==> src/rtl/kli_pkg.sv <==
package kli_pkg;

    localparam int MAX_KEYS  = 16;
    localparam int FRAC_BITS = 16;
    localparam int KEY_IDX_W = $clog2(MAX_KEYS);
    localparam int TIME_W    = 32;
    localparam int VAL_W     = 32;
    localparam int COUNT_W   = 5;
    localparam int SLOT_W    = 4;
    localparam int SEG_W     = 4;
    localparam int DIV_CNT_W = $clog2(FRAC_BITS);
    localparam int DIFF_W    = VAL_W + 1;
    localparam int PROD_W    = DIFF_W + FRAC_BITS + 1;

    localparam logic OP_WRITE = 1'b0;
    localparam logic OP_QUERY = 1'b1;

    typedef enum logic [1:0] {
        ST_OK      = 2'd0,
        ST_SINGLE  = 2'd1,
        ST_PAST    = 2'd2,
        ST_CLAMPED = 2'd3
    } status_t;

    typedef enum logic [2:0] {
        S_IDLE,
        S_SEARCH,
        S_LOAD_A,
        S_DIV,
        S_DIFF,
        S_MUL,
        S_ADD,
        S_OUT
    } fsm_t;

    typedef struct packed {
        logic                     opcode;
        logic [SLOT_W-1:0]        key_index;
        logic [TIME_W-1:0]        key_time;
        logic signed [VAL_W-1:0]  value_x;
        logic signed [VAL_W-1:0]  value_y;
        logic signed [VAL_W-1:0]  value_z;
        logic [TIME_W-1:0]        query_time;
    } req_word_t;

    typedef struct packed {
        logic signed [VAL_W-1:0]  out_x;
        logic signed [VAL_W-1:0]  out_y;
        logic signed [VAL_W-1:0]  out_z;
        logic [SEG_W-1:0]         segment;
        status_t                  status;
    } rsp_word_t;

    typedef struct packed {
        logic [TIME_W-1:0]        key_time;
        logic signed [VAL_W-1:0]  x;
        logic signed [VAL_W-1:0]  y;
        logic signed [VAL_W-1:0]  z;
    } key_row_t;

endpackage

==> src/rtl/kli_ram.sv <==
module kli_ram #(
    parameter int WIDTH = 32,
    parameter int DEPTH = 16
) (
    input  logic                     clk,
    input  logic                     we,
    input  logic [$clog2(DEPTH)-1:0] waddr,
    input  logic [WIDTH-1:0]         wdata,
    input  logic [$clog2(DEPTH)-1:0] raddr,
    output logic [WIDTH-1:0]         rdata
);

    logic [WIDTH-1:0] mem [DEPTH];
    logic [WIDTH-1:0] rdata_reg;

    always_ff @(posedge clk)
    begin
        if (we)
        begin
            mem[waddr] <= wdata;
        end
        rdata_reg <= mem[raddr];
    end

    assign rdata = rdata_reg;

endmodule

==> src/rtl/kli_div.sv <==
module kli_div (
    input  logic                             clk,
    input  logic                             rst_n,
    input  logic                             start,
    input  logic [kli_pkg::TIME_W-1:0]       num,
    input  logic [kli_pkg::TIME_W-1:0]       den,
    output logic                             done,
    output logic [kli_pkg::FRAC_BITS-1:0]    quotient
);

    // restoring division of (num << FRAC_BITS) by den, one bit a cycle; num < den
    logic [kli_pkg::TIME_W-1:0]    rem_reg, rem_next;
    logic [kli_pkg::TIME_W-1:0]    den_reg, den_next;
    logic [kli_pkg::FRAC_BITS-1:0] quo_reg, quo_next;
    logic [kli_pkg::DIV_CNT_W-1:0] cnt_reg, cnt_next;
    logic                          busy_reg, busy_next;
    logic                          done_reg, done_next;
    logic [kli_pkg::TIME_W:0]      shifted;
    logic                          fits;
    logic                          last_step;

    assign shifted   = {rem_reg, 1'b0};
    assign fits      = shifted >= {1'b0, den_reg};
    assign last_step = cnt_reg == kli_pkg::DIV_CNT_W'(kli_pkg::FRAC_BITS - 1);

    always_comb
    begin
        rem_next  = rem_reg;
        den_next  = den_reg;
        quo_next  = quo_reg;
        cnt_next  = cnt_reg;
        busy_next = busy_reg;
        done_next = 1'b0;
        if (start)
        begin
            rem_next  = num;
            den_next  = den;
            quo_next  = '0;
            cnt_next  = '0;
            busy_next = 1'b1;
        end
        else if (busy_reg)
        begin
            if (fits)
            begin
                rem_next = kli_pkg::TIME_W'(shifted - {1'b0, den_reg});
            end
            else
            begin
                rem_next = kli_pkg::TIME_W'(shifted);
            end
            quo_next = {quo_reg[kli_pkg::FRAC_BITS-2:0], fits};
            cnt_next = cnt_reg + kli_pkg::DIV_CNT_W'(1);
            if (last_step)
            begin
                busy_next = 1'b0;
                done_next = 1'b1;
            end
        end
    end

    always_ff @(posedge clk or negedge rst_n)
    begin
        if (!rst_n)
        begin
            busy_reg <= 1'b0;
            done_reg <= 1'b0;
            cnt_reg  <= '0;
        end
        else
        begin
            busy_reg <= busy_next;
            done_reg <= done_next;
            cnt_reg  <= cnt_next;
        end
    end

    always_ff @(posedge clk)
    begin
        rem_reg <= rem_next;
        den_reg <= den_next;
        quo_reg <= quo_next;
    end

    assign done     = done_reg;
    assign quotient = quo_reg;

endmodule

==> src/rtl/keyframe_linear_interpolator_core.sv <==
// channel   signals                         direction  word
// request   req_valid req_stall req_word    in         kli_pkg::req_word_t
// response  rsp_valid rsp_stall rsp_word    out        kli_pkg::rsp_word_t
// config    cfg_we cfg_wdata                in         key_count, 5 bits
//
// a keyframe write never raises req_stall; a query holds req_stall high until
// its result sits in the response register; with more than one key its wait
// is set by the key scan (one key a cycle through the table's read port), the
// 16-step divider and one shared multiplier used per component
// reset clears control state and key_count to 1; the key table is not cleared
// a stalled response holds its word; the next request is taken meanwhile
module keyframe_linear_interpolator_core (
    input  logic                          clk,
    input  logic                          rst_n,
    input  logic                          req_valid,
    output logic                          req_stall,
    input  kli_pkg::req_word_t            req_word,
    output logic                          rsp_valid,
    input  logic                          rsp_stall,
    output kli_pkg::rsp_word_t            rsp_word,
    input  logic                          cfg_we,
    input  logic [kli_pkg::COUNT_W-1:0]   cfg_wdata
);

    localparam int KW = kli_pkg::KEY_IDX_W;

    kli_pkg::fsm_t                      state_reg, state_next;
    logic [kli_pkg::COUNT_W-1:0]        key_count_reg;
    logic [KW-1:0]                      cmp_idx_reg, cmp_idx_next;
    logic [KW-1:0]                      seg_reg, seg_next;
    logic                               single_reg, single_next;
    logic [kli_pkg::TIME_W-1:0]         query_reg, query_next;
    kli_pkg::key_row_t                  a_row_reg, a_row_next;
    kli_pkg::key_row_t                  b_row_reg, b_row_next;
    logic [1:0]                         comp_reg, comp_next;
    logic signed [kli_pkg::DIFF_W-1:0]  diff_reg, diff_next;
    logic signed [kli_pkg::PROD_W-1:0]  prod_reg, prod_next;
    logic signed [kli_pkg::VAL_W-1:0]   res_x_reg, res_x_next;
    logic signed [kli_pkg::VAL_W-1:0]   res_y_reg, res_y_next;
    logic signed [kli_pkg::VAL_W-1:0]   res_z_reg, res_z_next;
    kli_pkg::status_t                   status_reg, status_next;
    logic                               rsp_valid_reg, rsp_valid_next;
    kli_pkg::rsp_word_t                 rsp_word_reg, rsp_word_next;

    logic [KW-1:0]                      last_idx;
    logic [KW-1:0]                      rd_addr;
    logic                               ram_we;
    logic                               slot_ok;
    logic [$bits(kli_pkg::key_row_t)-1:0] ram_rdata;
    kli_pkg::key_row_t                  wr_row;
    kli_pkg::key_row_t                  rd_row;
    logic                               div_start;
    logic [kli_pkg::TIME_W-1:0]         div_num, div_den;
    logic                               div_done;
    logic [kli_pkg::FRAC_BITS-1:0]      div_quo;
    logic signed [kli_pkg::VAL_W-1:0]   a_comp, b_comp;
    logic signed [kli_pkg::VAL_W-1:0]   lerp_sum;

    // last key in use, key_count of zero acts as one, above the table as full
    always_comb
    begin
        if (key_count_reg == '0)
        begin
            last_idx = '0;
        end
        else if (32'(key_count_reg) > 32'(kli_pkg::MAX_KEYS))
        begin
            last_idx = KW'(kli_pkg::MAX_KEYS - 1);
        end
        else
        begin
            last_idx = KW'(key_count_reg - kli_pkg::COUNT_W'(1));
        end
    end

    assign slot_ok = 32'(req_word.key_index) < 32'(kli_pkg::MAX_KEYS);
    assign wr_row  = '{key_time: req_word.key_time, x: req_word.value_x,
                       y: req_word.value_y, z: req_word.value_z};
    assign rd_row  = kli_pkg::key_row_t'(ram_rdata);

    // one row holds a key's time and all three components
    kli_ram #(
        .WIDTH ($bits(kli_pkg::key_row_t)),
        .DEPTH (kli_pkg::MAX_KEYS)
    ) u_key_ram (
        .clk   (clk),
        .we    (ram_we),
        .waddr (KW'(req_word.key_index)),
        .wdata (wr_row),
        .raddr (rd_addr),
        .rdata (ram_rdata)
    );

    // segment span: t0 <= q < t1 so the divisor is never zero
    assign div_num = query_reg - rd_row.key_time;
    assign div_den = b_row_reg.key_time - rd_row.key_time;

    kli_div u_div (
        .clk      (clk),
        .rst_n    (rst_n),
        .start    (div_start),
        .num      (div_num),
        .den      (div_den),
        .done     (div_done),
        .quotient (div_quo)
    );

    // component picked for the shared subtract, multiply and add
    always_comb
    begin
        case (comp_reg)
            2'd0:
            begin
                a_comp = a_row_reg.x;
                b_comp = b_row_reg.x;
            end
            2'd1:
            begin
                a_comp = a_row_reg.y;
                b_comp = b_row_reg.y;
            end
            default:
            begin
                a_comp = a_row_reg.z;
                b_comp = b_row_reg.z;
            end
        endcase
    end

    // arithmetic shift gives the floor of the scaled step for either sign
    assign lerp_sum = a_comp + kli_pkg::VAL_W'(prod_reg >>> kli_pkg::FRAC_BITS);

    always_comb
    begin
        state_next     = state_reg;
        cmp_idx_next   = cmp_idx_reg;
        seg_next       = seg_reg;
        single_next    = single_reg;
        query_next     = query_reg;
        a_row_next     = a_row_reg;
        b_row_next     = b_row_reg;
        comp_next      = comp_reg;
        diff_next      = diff_reg;
        prod_next      = prod_reg;
        res_x_next     = res_x_reg;
        res_y_next     = res_y_reg;
        res_z_next     = res_z_reg;
        status_next    = status_reg;
        rsp_valid_next = rsp_valid_reg && rsp_stall;
        rsp_word_next  = rsp_word_reg;
        rd_addr        = '0;
        ram_we         = 1'b0;
        div_start      = 1'b0;

        unique case (state_reg)
            kli_pkg::S_IDLE:
            begin
                if (req_valid)
                begin
                    if (req_word.opcode == kli_pkg::OP_WRITE)
                    begin
                        ram_we = slot_ok;
                    end
                    else
                    begin
                        query_next = req_word.query_time;
                        if (last_idx == '0)
                        begin
                            single_next = 1'b1;
                            seg_next    = '0;
                            rd_addr     = '0;
                            state_next  = kli_pkg::S_LOAD_A;
                        end
                        else
                        begin
                            // start the scan at the end time of the first segment
                            single_next  = 1'b0;
                            cmp_idx_next = KW'(1);
                            rd_addr      = KW'(1);
                            state_next   = kli_pkg::S_SEARCH;
                        end
                    end
                end
            end

            kli_pkg::S_SEARCH:
            begin
                // read data is the row at cmp_idx_reg
                if (query_reg < rd_row.key_time)
                begin
                    b_row_next = rd_row;
                    seg_next   = cmp_idx_reg - KW'(1);
                    rd_addr    = cmp_idx_reg - KW'(1);
                    state_next = kli_pkg::S_LOAD_A;
                end
                else if (cmp_idx_reg == last_idx)
                begin
                    // past the last key: that key is already on the read port
                    res_x_next  = rd_row.x;
                    res_y_next  = rd_row.y;
                    res_z_next  = rd_row.z;
                    seg_next    = cmp_idx_reg;
                    status_next = kli_pkg::ST_PAST;
                    state_next  = kli_pkg::S_OUT;
                end
                else
                begin
                    cmp_idx_next = cmp_idx_reg + KW'(1);
                    rd_addr      = cmp_idx_reg + KW'(1);
                end
            end

            kli_pkg::S_LOAD_A:
            begin
                a_row_next = rd_row;
                if (single_reg || (query_reg < rd_row.key_time))
                begin
                    res_x_next  = rd_row.x;
                    res_y_next  = rd_row.y;
                    res_z_next  = rd_row.z;
                    status_next = single_reg ? kli_pkg::ST_SINGLE : kli_pkg::ST_CLAMPED;
                    state_next  = kli_pkg::S_OUT;
                end
                else
                begin
                    div_start  = 1'b1;
                    state_next = kli_pkg::S_DIV;
                end
            end

            kli_pkg::S_DIV:
            begin
                if (div_done)
                begin
                    comp_next  = 2'd0;
                    state_next = kli_pkg::S_DIFF;
                end
            end

            kli_pkg::S_DIFF:
            begin
                diff_next  = kli_pkg::DIFF_W'(b_comp) - kli_pkg::DIFF_W'(a_comp);
                state_next = kli_pkg::S_MUL;
            end

            kli_pkg::S_MUL:
            begin
                prod_next  = diff_reg * $signed({1'b0, div_quo});
                state_next = kli_pkg::S_ADD;
            end

            kli_pkg::S_ADD:
            begin
                case (comp_reg)
                    2'd0:    res_x_next = lerp_sum;
                    2'd1:    res_y_next = lerp_sum;
                    default: res_z_next = lerp_sum;
                endcase
                if (comp_reg == 2'd2)
                begin
                    status_next = kli_pkg::ST_OK;
                    state_next  = kli_pkg::S_OUT;
                end
                else
                begin
                    comp_next  = comp_reg + 2'd1;
                    state_next = kli_pkg::S_DIFF;
                end
            end

            kli_pkg::S_OUT:
            begin
                // wait for the response register to be free
                if (!rsp_valid_reg || !rsp_stall)
                begin
                    rsp_valid_next = 1'b1;
                    rsp_word_next  = '{out_x: res_x_reg, out_y: res_y_reg,
                                       out_z: res_z_reg,
                                       segment: kli_pkg::SEG_W'(seg_reg),
                                       status: status_reg};
                    state_next     = kli_pkg::S_IDLE;
                end
            end

            default:
            begin
                state_next = kli_pkg::S_IDLE;
            end
        endcase
    end

    always_ff @(posedge clk or negedge rst_n)
    begin
        if (!rst_n)
        begin
            state_reg     <= kli_pkg::S_IDLE;
            key_count_reg <= kli_pkg::COUNT_W'(1);
            rsp_valid_reg <= 1'b0;
            single_reg    <= 1'b0;
            cmp_idx_reg   <= '0;
            comp_reg      <= '0;
        end
        else
        begin
            state_reg     <= state_next;
            rsp_valid_reg <= rsp_valid_next;
            single_reg    <= single_next;
            cmp_idx_reg   <= cmp_idx_next;
            comp_reg      <= comp_next;
            if (cfg_we)
            begin
                key_count_reg <= cfg_wdata;
            end
        end
    end

    // datapath registers
    always_ff @(posedge clk)
    begin
        seg_reg      <= seg_next;
        query_reg    <= query_next;
        a_row_reg    <= a_row_next;
        b_row_reg    <= b_row_next;
        diff_reg     <= diff_next;
        prod_reg     <= prod_next;
        res_x_reg    <= res_x_next;
        res_y_reg    <= res_y_next;
        res_z_reg    <= res_z_next;
        status_reg   <= status_next;
        rsp_word_reg <= rsp_word_next;
    end

    assign req_stall = state_reg != kli_pkg::S_IDLE;
    assign rsp_valid = rsp_valid_reg;
    assign rsp_word  = rsp_word_reg;

    // a finished query reaches the response register once it is free
    a_out_moves: assert property (@(posedge clk) disable iff (!rst_n)
        (state_reg == kli_pkg::S_OUT) && !(rsp_valid_reg && rsp_stall)
        |=> rsp_valid_reg && (state_reg == kli_pkg::S_IDLE))
        else $error("finished query not moved to response register");

    // the divider only finishes while the sequencer waits for it
    a_div_done_in_div: assert property (@(posedge clk) disable iff (!rst_n)
        div_done |-> (state_reg == kli_pkg::S_DIV))
        else $error("divider finished outside its wait state");

    // the scan never reads beyond the keys in use
    a_scan_range: assert property (@(posedge clk) disable iff (!rst_n)
        (state_reg == kli_pkg::S_SEARCH)
        |-> (cmp_idx_reg != '0) && (cmp_idx_reg <= last_idx))
        else $error("key scan out of range");

    // a single key result always names key zero
    a_single_seg: assert property (@(posedge clk) disable iff (!rst_n)
        rsp_valid_reg && (rsp_word_reg.status == kli_pkg::ST_SINGLE)
        |-> (rsp_word_reg.segment == '0))
        else $error("single key result with nonzero segment");

endmodule
==> config.mk <==
export PLATFORM = sky130hd
export DESIGN_NAME = keyframe_linear_interpolator_core
export DESIGN_NICKNAME = d
export VERILOG_FILES = /design/src/rtl/kli_pkg.sv /design/src/rtl/kli_ram.sv /design/src/rtl/kli_div.sv /design/src/rtl/keyframe_linear_interpolator_core.sv
export SDC_FILE = /design/constraint.sdc
export NUM_CORES = 2
export LEC_CHECK = 0
export CORE_ASPECT_RATIO = 1.5
export CORE_MARGIN = 2
export CORE_UTILIZATION = 40
export CTS_CLUSTER_SIZE = 28
export DETAILED_ROUTE_END_ITERATION = 12
export DONT_BUFFER_PORTS = 1
export GPL_TIMING_DRIVEN = 0
export PLACE_DENSITY = 0.57
export SYNTH_ARGS = -nofsm -noshare
export SYNTH_HDL_FRONTEND = slang
export SYNTH_SLANG_ARGS = --single-unit
==> constraint.sdc <==
create_clock -name clk -period 30.5 [get_ports clk]
set_input_delay 3.05 -clock clk [delete_from_list [all_inputs] [get_ports clk]]
set_output_delay 3.05 -clock clk [all_outputs]
set_load 0.02 [all_outputs]
Yosys cells after proc, flatten, opt, wreduce, memory -nomap -nowiden. Memory sizes are Yosys's and may differ from the RTL's. A register that Yosys moved wholly into a read port is not among the register bits. Index checks and enable logic that the tools add are counted. Widths: inputs -> output; s select.

Register bits after elaboration: 643. Bits in writable memories: 2048. Bits of input ports: 175. Output and inout bits: 104. Word-level logic and storage cells: 177. Memories: 1.

Memories: u_key_ram.mem (words 16, width 128, rd ports 1, clocked after memory_dff 1, wr ports 1, RTL line kli_ram.sv:13) `logic [WIDTH-1:0] mem [DEPTH];`.

$add $sub $neg: 10. Multiply operators: 1. $lt $le $gt $ge: 3. Equality and inequality tests: 27. Multiplexer cells: 77. Reduce and logical (&&, ||, !) cells: 26.

Operator list (count): $mux 32 (15); $pmux 32 s3 (3); $pmux 32 s2 (2); $sub 32x32->32 (3); $mux 4 (16); $mul 33x17->48 (1); $ge 33x32->1 (1); $sub 32x32->33 (1); $add 32x32->32 (1); $lt 32x32->1 (1); $reduce_and 5->1 (6); $ne 2x2->1 const B (12); $pmux 3 s8 (1); $pmux 4 s2 (3); $mux 3 (7); $mux 1 (19); $mux 2 (9); $eq 3x3->1 const B (4); $add 4x1->4 const B (2); $sub 4x1->4 const B (2); $eq 3x2->1 const B (2); $ne 2x1->1 const B (3); $pmux 2 s3 (1); $reduce_and 3->1 (2); 21 further kinds (27).

Logic depth before layout (Yosys ltp).
Word-level depth: 8. Gate-level depth with buffers: 27. Gate-level depth less buffers: 25.

Hierarchy. From an unflattened synthesis, not the netlist that was laid out.

Cell total of the unflattened synthesis: 7808. Area total of the unflattened synthesis: 126958.0 µm².

Modules (own cells, without submodules): kli_ram (times used 1, cells each 3365, area an instance 79331.1 µm², sequential area each 64061.4 µm²); keyframe_linear_interpolator_core (times used 1, cells each 3901, area an instance 42271.8 µm², sequential area each 16166.8 µm²); kli_div (times used 1, cells each 542, area an instance 5355.1 µm², sequential area each 2392.3 µm²).

Least setup slack after synthesis. No wires, ideal clock.

Path type: input port to flip-flop. Start: input req_valid. End: memory u_key_ram.mem[0][0] (netlist bit), enable pin. Library setup time: 0.774 ns. Data arrival time: 12.390 ns. Data required time: 29.726 ns. Slack: 17.336 ns. Stages: 4. Path buffers: 0. Path through: nand2_1 > or2_2 > or3_1 > nor3_1.

Word-level cells in the longest chain between the ends: 4.

RTL lines: start: declaration (RTL line keyframe_linear_interpolator_core.sv:15) `input logic req_valid,`; $mux 1 (RTL line keyframe_linear_interpolator_core.sv:158) `if (req_valid)`; $mux 1 (RTL line keyframe_linear_interpolator_core.sv:155) `unique case (state_reg)`; $mux 1 (RTL line kli_ram.sv:18) `if (we)`; $mux 1 (implied by the code) (RTL line kli_ram.sv:20) `mem[waddr] <= wdata;`; end: declaration (RTL line kli_ram.sv:13).

No other way between the ends.

Worst setup path in the final report.
Start: register u_div.quo_reg (netlist bit u_div.quotient[7]). End: register prod_reg[41] (netlist bit) (data pin).

Word-level cells in the longest chain between the ends: 1.

RTL lines: start: declaration (RTL line kli_div.sv:14) `logic [kli_pkg::FRAC_BITS-1:0] quo_reg, quo_next;`; start signal: assignment (RTL line kli_div.sv:82) `quo_reg <= quo_next;`; $mul 33x17->48 (RTL line keyframe_linear_interpolator_core.sv:248) `prod_next = diff_reg * $signed({1'b0, div_quo});`; end signal: assignment (RTL line keyframe_linear_interpolator_core.sv:325) `prod_reg <= prod_next;`; end: declaration (RTL line keyframe_linear_interpolator_core.sv:37) `logic signed [kli_pkg::PROD_W-1:0] prod_reg, prod_next;`.

No other way between the ends. A chain may end at the register's enable or synchronous reset.

==> impl_results.md <==
- Number of remaining DRC errors: 0
- HP Class: reg2reg
- Setup repair after global routing missed its margin: false
- Relative slew slack: 9.37%
- Data required, critical path: 31130 ps
- Via count: 72700
- Synth area leader: edfxtp_1
- Arrival @ worst endpoint: 9770 ps
- Setup Buffers After CTS: 0
- Count of different cell masters after synthesis: 87
- Clk_lat worst skew: 890 ps
- Vias per std cell: 5.51
- Fin crit share: 30.0%
- Ports: 279
- Setup TNS: 0 ps
- Pre-CTS WS: 21340 ps
- Initial antenna violation count: 39
- Drt pass-1 iters: 6
- Final setup margin: 21350 ps
- Post-Route Utilization: 45.3%
- Final wirelength: 380 mm
- Yosys reg bits: 2803
- DP Wirelength: 284 mm
- GRT Util Overall: 23.1%
- Routed WL per cell: 28.8 um
- Share of cells above drive strength 1: 13.4%
- Post-Syn Area: 129000 um2
- Syn avg cell area: 15.5 um2
- Outcome: finished, final reports clean
- Synth top area cells: edfxtp_1 (62%), fa_1 (7.7%), mux4_2 (7.6%)
- Core Rows: 255
- Die X: 467 um
- CTS tree: yes
- Initial Util: 40.1%
- Clk sinks: 2803
- Fmax: 0.109 GHz
- Measured slew at the worst slew-check pin: 1350 ps
- Post-CTS Resized: 0
- Cells after Synth: 8305
- Clk slew on worst S/H paths: 70 ps
- Final Max Tran Viols: 0
- Longest Clk Path Bufs: 4
- Commonest cells post-synth: edfxtp_1 (2637), nand2_1 (1053), inv_1 (703), fa_1 (494), mux4_2 (432)
- Layout Nets: 9681
- EDFF count, synth: 2637
- Die area: 326000 um2
- Asr flop ratio synth: 0.785%
- Seq/Total Area, Yosys: 64.2%
- Filler Cells Inserted: 27900
- Post-synth top area share: 61.6%
- Cts hold-fix bufs: 0
- Via count of the first global-routing pass: 75700
- Worst Path Max Fanout: 10
- CP endpoint kind: flop
- Crit start category: flop
- Setup violators final: 0
- Syn Nets: 9251
- Global-route wire length before repair: 540 mm
- Gr ovfl total: 0
- Largest net degree at the start of global routing: 70
- Core area: 321000 um2
- R2R depth: 24
- Max_cap viols: 0
- CTS Root Buffer Type: clkbuf_16
- Worst setup path end: prod_reg[41]
- Die extent in y: 698 um
- Worst Skew: 56.5 ps
- Reg2Reg Setup Slack: 21350 ps
- DR iter-0 viols: 6545
- IO buf count: 0
- Gp weighted congestion: 0.939
- Post-synth top flop: edfxtp_1
- Min Clock Period, post-route: 9150 ps
- CP Launch Point: u_div.quotient[7]
- Final ANT Viol Nets: 0
- H-tree levels: 5
- Yosys Warn Count: 0
- Largest register FFs: 2048
- CTS buffer count: 278
- Reg2reg start: u_div.quotient[7]
- Reg-to-reg critical path endpoint: prod_reg[41]
- Hold Vio Cnt, Final: 0
- Critical path class: reg2reg
- Area Overhead vs Synth: 13.0%
- Most frequent cell after synthesis: edfxtp_1
[final cells by class]
type | count | area [um2] | share of cell area [%]
multi-input cells | 4407 | 41700 | 28.7
repair buffers | 150 | 2470 | 1.70
diodes | 24 | 60.1 | 0.0413
clock inverters | 112 | 1040 | 0.714
plain buffers | 391 | 1860 | 1.28
well taps | 4240 | 5310 | 3.65
inverters | 704 | 2640 | 1.82
clock buffers | 371 | 7650 | 5.26
flip-flops and latches | 2803 | 82600 | 56.9
[routing by layer]
metal | vias to the layer above | track usage, % | routed length [um]
met4 | 10 | 10.4 | 18600
met5 | - | 0 | 59
met1 | 38200 | 27.9 | 143000
li1 | 31400 | - | -
met2 | 2511 | 40.4 | 195000
met3 | 648 | 3.64 | 22700
[worst min-delay path by stage]
stage                              start              to  slack, ps  depth (start not counted)
detailed placement         res_z_reg[31]    rsp_word[37]        420                          0
floorplan                  status_reg[0]     rsp_word[0]        400                          0
global placement    u_key_ram.rdata[112]  b_row_reg[112]        420                          0
global route               res_y_reg[31]    rsp_word[69]        440                          0
finish                     res_z_reg[31]    rsp_word[37]        430                          0
CTS                        res_z_reg[31]    rsp_word[37]        430                          0
[through the flow]
step,instance area [um2],hold slack [ps],cells
after floorplan,129000,400,8305
after global placement,134000,417,12500
after detailed placement,137000,420,12700
after CTS,145000,433,13200
after global routing,145000,437,13200
final,145000,426,13200
[cell families (layout without fill, tap and decap cells)]
group                    after synthesis  in the layout  synth area share [%]
AO/OA/AOI/OAI                        988            988                  5.36
XOR/XNOR                             170            170                  1.16
buffers and inverters               1095           1728                  3.50
other                                  0             24                     0
AND/OR/NAND/NOR                     1955           1955                  7.08
multiplexers                         522            522                  8.28
flip-flops                          2803           2803                  64.2
adder cells (fa/ha/maj)              772            772                  10.4
[layout by cell type (no fill, tap or decap), drive strengths merged, types with 118 or more instances in the layout]
master | netlist | final
o21ai | 118 | 118
clkbuf | 233 | 604
fa | 494 | 494
mux4 | 432 | 432
xnor2 | 121 | 121
and2 | 360 | 360
a21oi | 167 | 167
nand2 | 1053 | 1053
inv | 704 | 713
a31oi | 163 | 163
dfxtp | 144 | 144
edfxtp | 2637 | 2637
a211oi | 189 | 189
ha | 277 | 277
nor2 | 182 | 182
buf | 158 | 308
[critical path, cell delays in order (launching register included)]
cell and delay, ps:
dfxtp_1 740, clkbuf_1 900, and2_1 300, fa_1 440
inv_1 90, fa_1 460, fa_1 520, inv_1 50
fa_1 480, fa_1 490, inv_1 50, fa_1 470
inv_1 40, ha_1 300, a21oi_1 120, o21ai_0 90
a21oi_1 580, a21oi_1 310, nor4b_1 920, o211ai_1 460
and2_1 280, nor2_1 250, nor2_1 110, a41o_1 260
xor2_1 140
Power is not shown: default switching activity piles up to over one toggle a cycle in this logic, so the estimate is an artifact.
